===== src/ptt_pkg.sv =====
package ptt_pkg;

	// Coordinate width of every input field
	localparam int COORD_WIDTH = 16;

	// Number of coordinate fields in one query
	localparam int NUM_COORDS = 8;

	// Stream widths
	localparam int IN_TDATA_W  = ((NUM_COORDS * COORD_WIDTH + 7) / 8) * 8;
	localparam int OUT_TDATA_W = 8;

	// Internal arithmetic widths, exact for any coordinate width
	localparam int DIFF_W  = COORD_WIDTH + 1;
	localparam int PROD_W  = 2 * DIFF_W;
	localparam int CROSS_W = PROD_W + 1;
	localparam int CMP_W   = CROSS_W + 2;

	// Field positions inside s_tdata
	localparam int F_POINT_X  = 0;
	localparam int F_POINT_Y  = 1;
	localparam int F_FIRST_X  = 2;
	localparam int F_FIRST_Y  = 3;
	localparam int F_SECOND_X = 4;
	localparam int F_SECOND_Y = 5;
	localparam int F_THIRD_X  = 6;
	localparam int F_THIRD_Y  = 7;

	typedef logic signed [COORD_WIDTH-1:0] coord_t;

	typedef struct packed {
		logic signed [DIFF_W-1:0] e0x;
		logic signed [DIFF_W-1:0] e0y;
		logic signed [DIFF_W-1:0] e1x;
		logic signed [DIFF_W-1:0] e1y;
		logic signed [DIFF_W-1:0] qx;
		logic signed [DIFF_W-1:0] qy;
	} diff_t;

	typedef struct packed {
		logic signed [PROD_W-1:0] c_pos;
		logic signed [PROD_W-1:0] c_neg;
		logic signed [PROD_W-1:0] a_pos;
		logic signed [PROD_W-1:0] a_neg;
		logic signed [PROD_W-1:0] b_pos;
		logic signed [PROD_W-1:0] b_neg;
	} prod_t;

	typedef struct packed {
		logic signed [CROSS_W-1:0] a;
		logic signed [CROSS_W-1:0] b;
		logic signed [CROSS_W-1:0] c;
	} cross_t;

	typedef struct packed {
		logic inside_res;
		logic degenerate;
	} result_t;

endpackage


===== src/ptt_edge.sv =====
module ptt_edge (
	input  logic                            clk,
	input  logic                            arst_n,
	input  logic                            en,
	input  logic                            in_valid,
	input  logic [ptt_pkg::IN_TDATA_W-1:0]  in_data,
	output logic                            valid_s1,
	output ptt_pkg::diff_t                  diff_s1
);
	import ptt_pkg::*;

	coord_t px, py, fx, fy, sx, sy, tx, ty;
	diff_t  diff_d;

	assign px = coord_t'(in_data[F_POINT_X  * COORD_WIDTH +: COORD_WIDTH]);
	assign py = coord_t'(in_data[F_POINT_Y  * COORD_WIDTH +: COORD_WIDTH]);
	assign fx = coord_t'(in_data[F_FIRST_X  * COORD_WIDTH +: COORD_WIDTH]);
	assign fy = coord_t'(in_data[F_FIRST_Y  * COORD_WIDTH +: COORD_WIDTH]);
	assign sx = coord_t'(in_data[F_SECOND_X * COORD_WIDTH +: COORD_WIDTH]);
	assign sy = coord_t'(in_data[F_SECOND_Y * COORD_WIDTH +: COORD_WIDTH]);
	assign tx = coord_t'(in_data[F_THIRD_X  * COORD_WIDTH +: COORD_WIDTH]);
	assign ty = coord_t'(in_data[F_THIRD_Y  * COORD_WIDTH +: COORD_WIDTH]);

	// Edge vectors and point offset, all from the first vertex
	always_comb begin
		diff_d.e0x = DIFF_W'(tx) - DIFF_W'(fx);
		diff_d.e0y = DIFF_W'(ty) - DIFF_W'(fy);
		diff_d.e1x = DIFF_W'(sx) - DIFF_W'(fx);
		diff_d.e1y = DIFF_W'(sy) - DIFF_W'(fy);
		diff_d.qx  = DIFF_W'(px) - DIFF_W'(fx);
		diff_d.qy  = DIFF_W'(py) - DIFF_W'(fy);
	end

	always_ff @(posedge clk or negedge arst_n) begin
		if (!arst_n) begin
			valid_s1 <= 1'b0;
		end else if (en) begin
			valid_s1 <= in_valid;
		end
	end

	always_ff @(posedge clk) begin
		if (en) begin
			diff_s1 <= diff_d;
		end
	end

endmodule


===== config.mk =====
export PLATFORM = sky130hd
export DESIGN_NAME = ptt_edge
export DESIGN_NICKNAME = d
export VERILOG_FILES = /design/src/ptt_pkg.sv /design/src/ptt_edge.sv
export SDC_FILE = /design/constraint.sdc
export NUM_CORES = 1
export LEC_CHECK = 0
export BUFFER_PORTS_ARGS = -buffer_cell sky130_fd_sc_hd__buf_2
export CAP_MARGIN = 20
export CELL_PAD_IN_SITES_DETAIL_PLACEMENT = 1
export CELL_PAD_IN_SITES_GLOBAL_PLACEMENT = 1
export CORE_AREA = 2 2 127 160
export CTS_BUF_LIST = sky130_fd_sc_hd__clkbuf_2
export DETAILED_ROUTE_END_ITERATION = 6
export DIE_AREA = 0 0 129 162
export HOLD_SLACK_MARGIN = 0.08
export PLACE_DENSITY_LB_ADDON = 0.1
export REMOVE_ABC_BUFFERS = 1
export SLEW_MARGIN = 20
export SYNTH_ARGS = -nofsm -noshare
export SYNTH_HDL_FRONTEND = slang
export SYNTH_SLANG_ARGS = --single-unit

===== constraint.sdc =====
create_clock -name clk -period 0.9 [get_ports clk]
set_clock_uncertainty 0.15 [all_clocks]
set_input_delay 0.09 -clock clk [delete_from_list [all_inputs] [get_ports clk]]
set_output_delay 0.09 -clock clk [all_outputs]
set_load 0.02 [all_outputs]

==> results.sh, run 1 <==
export IMPL_cts_root_buf="clkbuf_2"
export IMPL_stop_error="[ERROR GRT-0232] Routing congestion too high. Check the congestion heatmap in the GUI."
export IMPL_gr_total_overflow=427
export IMPL_ys_seq_area_share_pct=39.5
export IMPL_ys_ff_latch=103
export IMPL_synthAdderAreaFrac_pct=16.9
export IMPL_pre_cts_ws_ns=-1.63
export IMPL_syn_inst=757
export IMPL_initial_core_util_pct=40.5
export IMPL_synth_area_leaders="edfxtp_1 (39%), ha_1 (15%), xnor2_1 (5.9%)"
export IMPL_antenna_found_initial=6
export IMPL_worstEpCategory="register input"
export IMPL_cts_buffers=9
export IMPL_port_buffer_count=234
export IMPL_yosysWarnings=0
export IMPL_cts_buffer_depth=2
export IMPL_avgSynthCellArea_um2=10.3
export IMPL_synth_xor_area_share_pct=7.84
export IMPL_io_pins=235
export IMPL_worst_endpoint="diff_s1[84]$_DFFE_PP_/D"
export IMPL_yosysTopAreaCellShare_pct=39.2
export IMPL_synth_top_family_by_area="compound AO/OA/AOI/OAI gates"
export IMPL_synth_compound_area_share_pct=20.7
export IMPL_synth_flop_cell="edfxtp_1"
export IMPL_dp_final_hpwl_um=21600
export IMPL_finalWeightedCongestion=0.864
export IMPL_status="aborted with a tool error"
export IMPL_netlist_area_um2=7820
export IMPL_async_reset_ff_share_pct=0.971
export IMPL_yosys_top_cells_count="edfxtp_1 (102), ha_1 (96), nor2_1 (71)"
export IMPL_grt_usage_pct=83.2
export IMPL_die_h_um=162
export IMPL_grt_max_degree=28
export IMPL_yosys_area_top_type="edfxtp_1"
export IMPL_h_tree_depth=3
export IMPL_synthMuxAreaShare_pct=0.288
export IMPL_synth_most_common_cell="edfxtp_1"
export IMPL_rows=57
export IMPL_die_w_um=129
export IMPL_synth_cell_types=75
export IMPL_haltStage="global routing"
export IMPL_clock_sinks=103
export IMPL_synth_edf_count=102
export IMPL_synth_simple_gate_area_share_pct=11.2
==> through the flow <==
| step | util, % | cell area (um^2) | cells | hold WS [ns] |
|---|---|---|---|---|
| after global placement | 57.7 | 11100 | 1491 | -0.284 |
| after floorplan | - | 7800 | 752 | -0.356 |
| after detailed placement | 57.7 | 11100 | 1491 | -0.281 |
| after CTS | 69.3 | 13400 | 1549 | -0.332 |
==> cells by family after synthesis <==
kind of cell               Yosys count
AOI/OAI and AO/OA                  220
buffers and inverters               75
xor gates and xnor gates            70
muxes                                2
adders and majority gates          102
and+or+nand+nor                    185
DFF                                103
==> per-layer routing <==
layer  GRT overflow  global-route usage [%]
met5              0                    19.4
met4            147                    91.4
met3              0                    66.8
met2            280                     101
met1              0                    79.9
==> timing repair <==
action	in CTS
setup buffers	35
gates resized for setup	378
endpoints found under the hold margin	206
hold buffers	15
endpoints found under the setup margin	185
pin swaps	140
==> run 2, diff against run 1 <==
==> config.mk (replaced) <==
export PLATFORM = sky130hd
export DESIGN_NAME = ptt_edge
export DESIGN_NICKNAME = d
export VERILOG_FILES = /design/src/ptt_pkg.sv /design/src/ptt_edge.sv
export SDC_FILE = /design/constraint.sdc
export NUM_CORES = 1
export LEC_CHECK = 0
export BUFFER_PORTS_ARGS = -buffer_cell sky130_fd_sc_hd__buf_2
export CAP_MARGIN = 20
export CORE_AREA = 2 2 143 145
export DETAILED_ROUTE_END_ITERATION = 6
export DIE_AREA = 0 0 145 147
export PLACE_DENSITY_LB_ADDON = 0.15
export REMOVE_ABC_BUFFERS = 1
export SLEW_MARGIN = 20
export SYNTH_ARGS = -nofsm -noshare
export SYNTH_HDL_FRONTEND = slang
export SYNTH_SLANG_ARGS = --single-unit
==> results.sh, run 2 <==
export IMPL_first_global_vias=8009
export IMPL_crit_type="input port to flip-flop"
export IMPL_ant_nets=0
export IMPL_clk_pin_slew_ns=0.08
export IMPL_fmax_mhz=518
export IMPL_clk_latency_ns=0.37
export IMPL_gr_total_overflow=0
export IMPL_min_from="in_data[48]"
export IMPL_layout_commonest_cell="buf_4"
export IMPL_rows=52
export IMPL_reg_top3="diff_s1 (102), valid_s1 (1)"
export IMPL_die_h_um=147
export IMPL_ctsHoldBuffers=3
export IMPL_critical_path_slowest_cell="o211ai_1"
export IMPL_required_ns=0.87
export IMPL_cts_root_buf="clkbuf_16"
export IMPL_cts_tree="yes"
export IMPL_rsz0062_at_grt="true"
export IMPL_netlist_area_um2=7820
export IMPL_ys_ff_latch=103
export IMPL_fin_nets=1518
export IMPL_r2r_start="valid_s1"
export IMPL_async_reset_ff_share_pct=0.971
export IMPL_fp_coreArea_um2=19800
export IMPL_wl_um=25800
export IMPL_vdd_ir_drop_max_mv=0.946
export IMPL_dp_cells=1497
export IMPL_dp_final_hpwl_um=18300
export IMPL_ys_seq_area_share_pct=39.5
export IMPL_reg2reg_slack_ns=-0.02
export IMPL_cts_buffers=9
export IMPL_timing_final_ws_setup_ns=-1.03
export IMPL_largest_register_ffs=102
export IMPL_period_needed_ns=1.93
export IMPL_grt_pass1_wl_um=38600
export IMPL_worst_slew_pin_slew_ns=0.505
export IMPL_die_w_um=145
export IMPL_p_total_uw=20100
export IMPL_largest_register="diff_s1"
export IMPL_antenna_found_initial=6
export IMPL_failed_checks="negative hold slack, negative setup slack"
export IMPL_grt_usage_pct=22.6
export IMPL_status="complete, but fails checks"
export IMPL_die_area_um2=21300
export IMPL_clock_sinks=103
export IMPL_cp_num_buf_inv=3
export IMPL_r2r_cells=1
export IMPL_cap_violations=0
export IMPL_dr_first_iter_drc_count=309
export IMPL_place_area_um2=11200
export IMPL_viasPerCell=5.04
export IMPL_critPathArrivalTime_ns=1.90
export IMPL_fin_hold_ws_ns=-0.0528
export IMPL_final_cell_mix="buf_4 (232), buf_2 (149), buf_6 (125)"
export IMPL_grt_max_degree=54
export IMPL_yosys_top_cells_count="edfxtp_1 (102), ha_1 (96), nor2_1 (71)"
export IMPL_hold_end="diff_s1[34]"
export IMPL_initial_core_util_pct=39.4
export IMPL_setup_violations=200
export IMPL_drtPass1Iterations=4
export IMPL_yosysTopAreaCellShare_pct=39.2
export IMPL_layout_drive_gt1_share_pct=59.7
export IMPL_synth_edf_count=102
export IMPL_slowest_delay_ns=0.41
export IMPL_synth_most_common_cell="edfxtp_1"
export IMPL_path_depth=9
export IMPL_drc=0
export IMPL_yosys_area_top_type="edfxtp_1"
export IMPL_io_pins=235
export IMPL_power_leakage_uw=0.00617
export IMPL_fin_crit_sh_pct=214
export IMPL_hold_class="input port to flip-flop"
export IMPL_finalWeightedCongestion=0.887
export IMPL_routedWlPerCell_um=16.5
export IMPL_path_delay_family="compound AO/OA/AOI/OAI gates"
export IMPL_final_area_um2=14000
export IMPL_hold_depth=3
export IMPL_crit_fanout=4
export IMPL_synth_xor_area_share_pct=7.84
export IMPL_synth_simple_gate_area_share_pct=11.2
export IMPL_synthMuxAreaShare_pct=0.288
export IMPL_yosysWarnings=0
export IMPL_start_kind="input port"
export IMPL_setup_tns_ns=-85.53
export IMPL_synth_cell_types=75
export IMPL_port_buffer_count=234
export IMPL_synth_top_family_by_area="compound AO/OA/AOI/OAI gates"
export IMPL_nFillCells=1383
export IMPL_max_slew_margin_rel_pct=66.3
export IMPL_path_common_cell="o211ai_1"
export IMPL_avgSynthCellArea_um2=10.3
export IMPL_synth_flop_cell="edfxtp_1"
export IMPL_crit_path_cell_trace="buf_6, inv_4, ha_4, o211ai_1, a21oi_4, o211ai_1, a21boi_1, buf_4, a311o_1"
export IMPL_cts_buffer_depth=2
export IMPL_h_tree_depth=3
export IMPL_power_density_nw_per_um2=1440
export IMPL_synthAdderAreaFrac_pct=16.9
export IMPL_instances_no_fill=1562
export IMPL_final_hold_viol_count=8
export IMPL_via_count=7871
export IMPL_syn_inst=757
export IMPL_area_growth_pct=78.7
export IMPL_synth_area_leaders="edfxtp_1 (39%), ha_1 (15%), xnor2_1 (5.9%)"
export IMPL_final_max_slew_viol_count=0
export IMPL_synth_compound_area_share_pct=20.7
export IMPL_endpoint_kind="flip-flop"
export IMPL_r2r_end="valid_s1"
==> run 2: timing repair <==
action	CTS	global route
hold endpoints to repair	14	7
setup endpoints to repair	199	200
setup buffers	25	32
pin swaps	107	100
gates resized for setup	305	185
==> run 2: layout make-up <==
cell class | count | area (um^2) | share of cell area (%)
diodes | 3 | 7.51 | 0.0537
clock inverters | 7 | 72.6 | 0.519
well taps | 270 | 338 | 2.42
inverters | 70 | 323 | 2.31
multi-input cells | 579 | 5770 | 41.3
flip-flops and latches | 103 | 3090 | 22.1
repair buffers | 521 | 4150 | 29.7
clock buffers | 9 | 225 | 1.61
==> run 2: worst max-delay path by stage <==
| stage | start | end | slack, ns |
|---|---|---|---|
| final | in_data[51] | diff_s1[44] | -1.03 |
| after global placement | in_data[48] | diff_s1[50] | -1.54 |
| after global routing | in_data[32] | diff_s1[101] | -1.10 |
| after detailed placement | in_data[48] | diff_s1[44] | -1.60 |
| after CTS | in_data[80] | diff_s1[50] | -0.99 |
| after floorplan | in_data[96] | diff_s1[101] | -1.29 |
==> run 2: tightest hold or removal path, stage by stage <==
cell and delay [ns]:
buf_8 0.08, ha_4 0.11, inv_1 0.03
==> run 2: kinds of logic after synthesis <==
group	after synthesis
multiplexers	2
XOR/XNOR	70
buffers and inverters	75
AND/OR/NAND/NOR	185
adder cells (fa/ha/maj)	102
AO/OA/AOI/OAI	220
flip-flops	103
==> run 2: report_power, final <==
| group | leakage (uW) | internal, uW | switching (uW) | total (uW) |
|---|---|---|---|---|
| Combinational | 0.00502 | 4820 | 4590 | 9400 |
| Sequential | 0.00101 | 6290 | 292 | 6580 |
| Clock | 0.000144 | 1980 | 2120 | 4090 |
| Total | 0.00617 | 13100 | 7000 | 20100 |
==> run 2: through the flow <==
step | worst slack (ns) | util [%] | hold WS [ns]
finish | -1.03 | 70.4 | -0.0528
global route | -1.10 | 70.4 | -0.0572
CTS | -0.993 | 65.6 | -0.0685
detailed placement | -1.60 | 56.4 | -0.285
global placement | -1.54 | 56.4 | -0.285
floorplan | -1.29 | - | -0.356
==> run 2: layer usage <==
metal  wire (um)  vias up  GRT usage (%)
li1            -     3868              -
met1        9900     3696           25.3
met2       13600      246           41.3
met3        1540       57           5.40
met4         745        4           9.46
met5          25        -              0
Power figures use the tool's default switching activity.
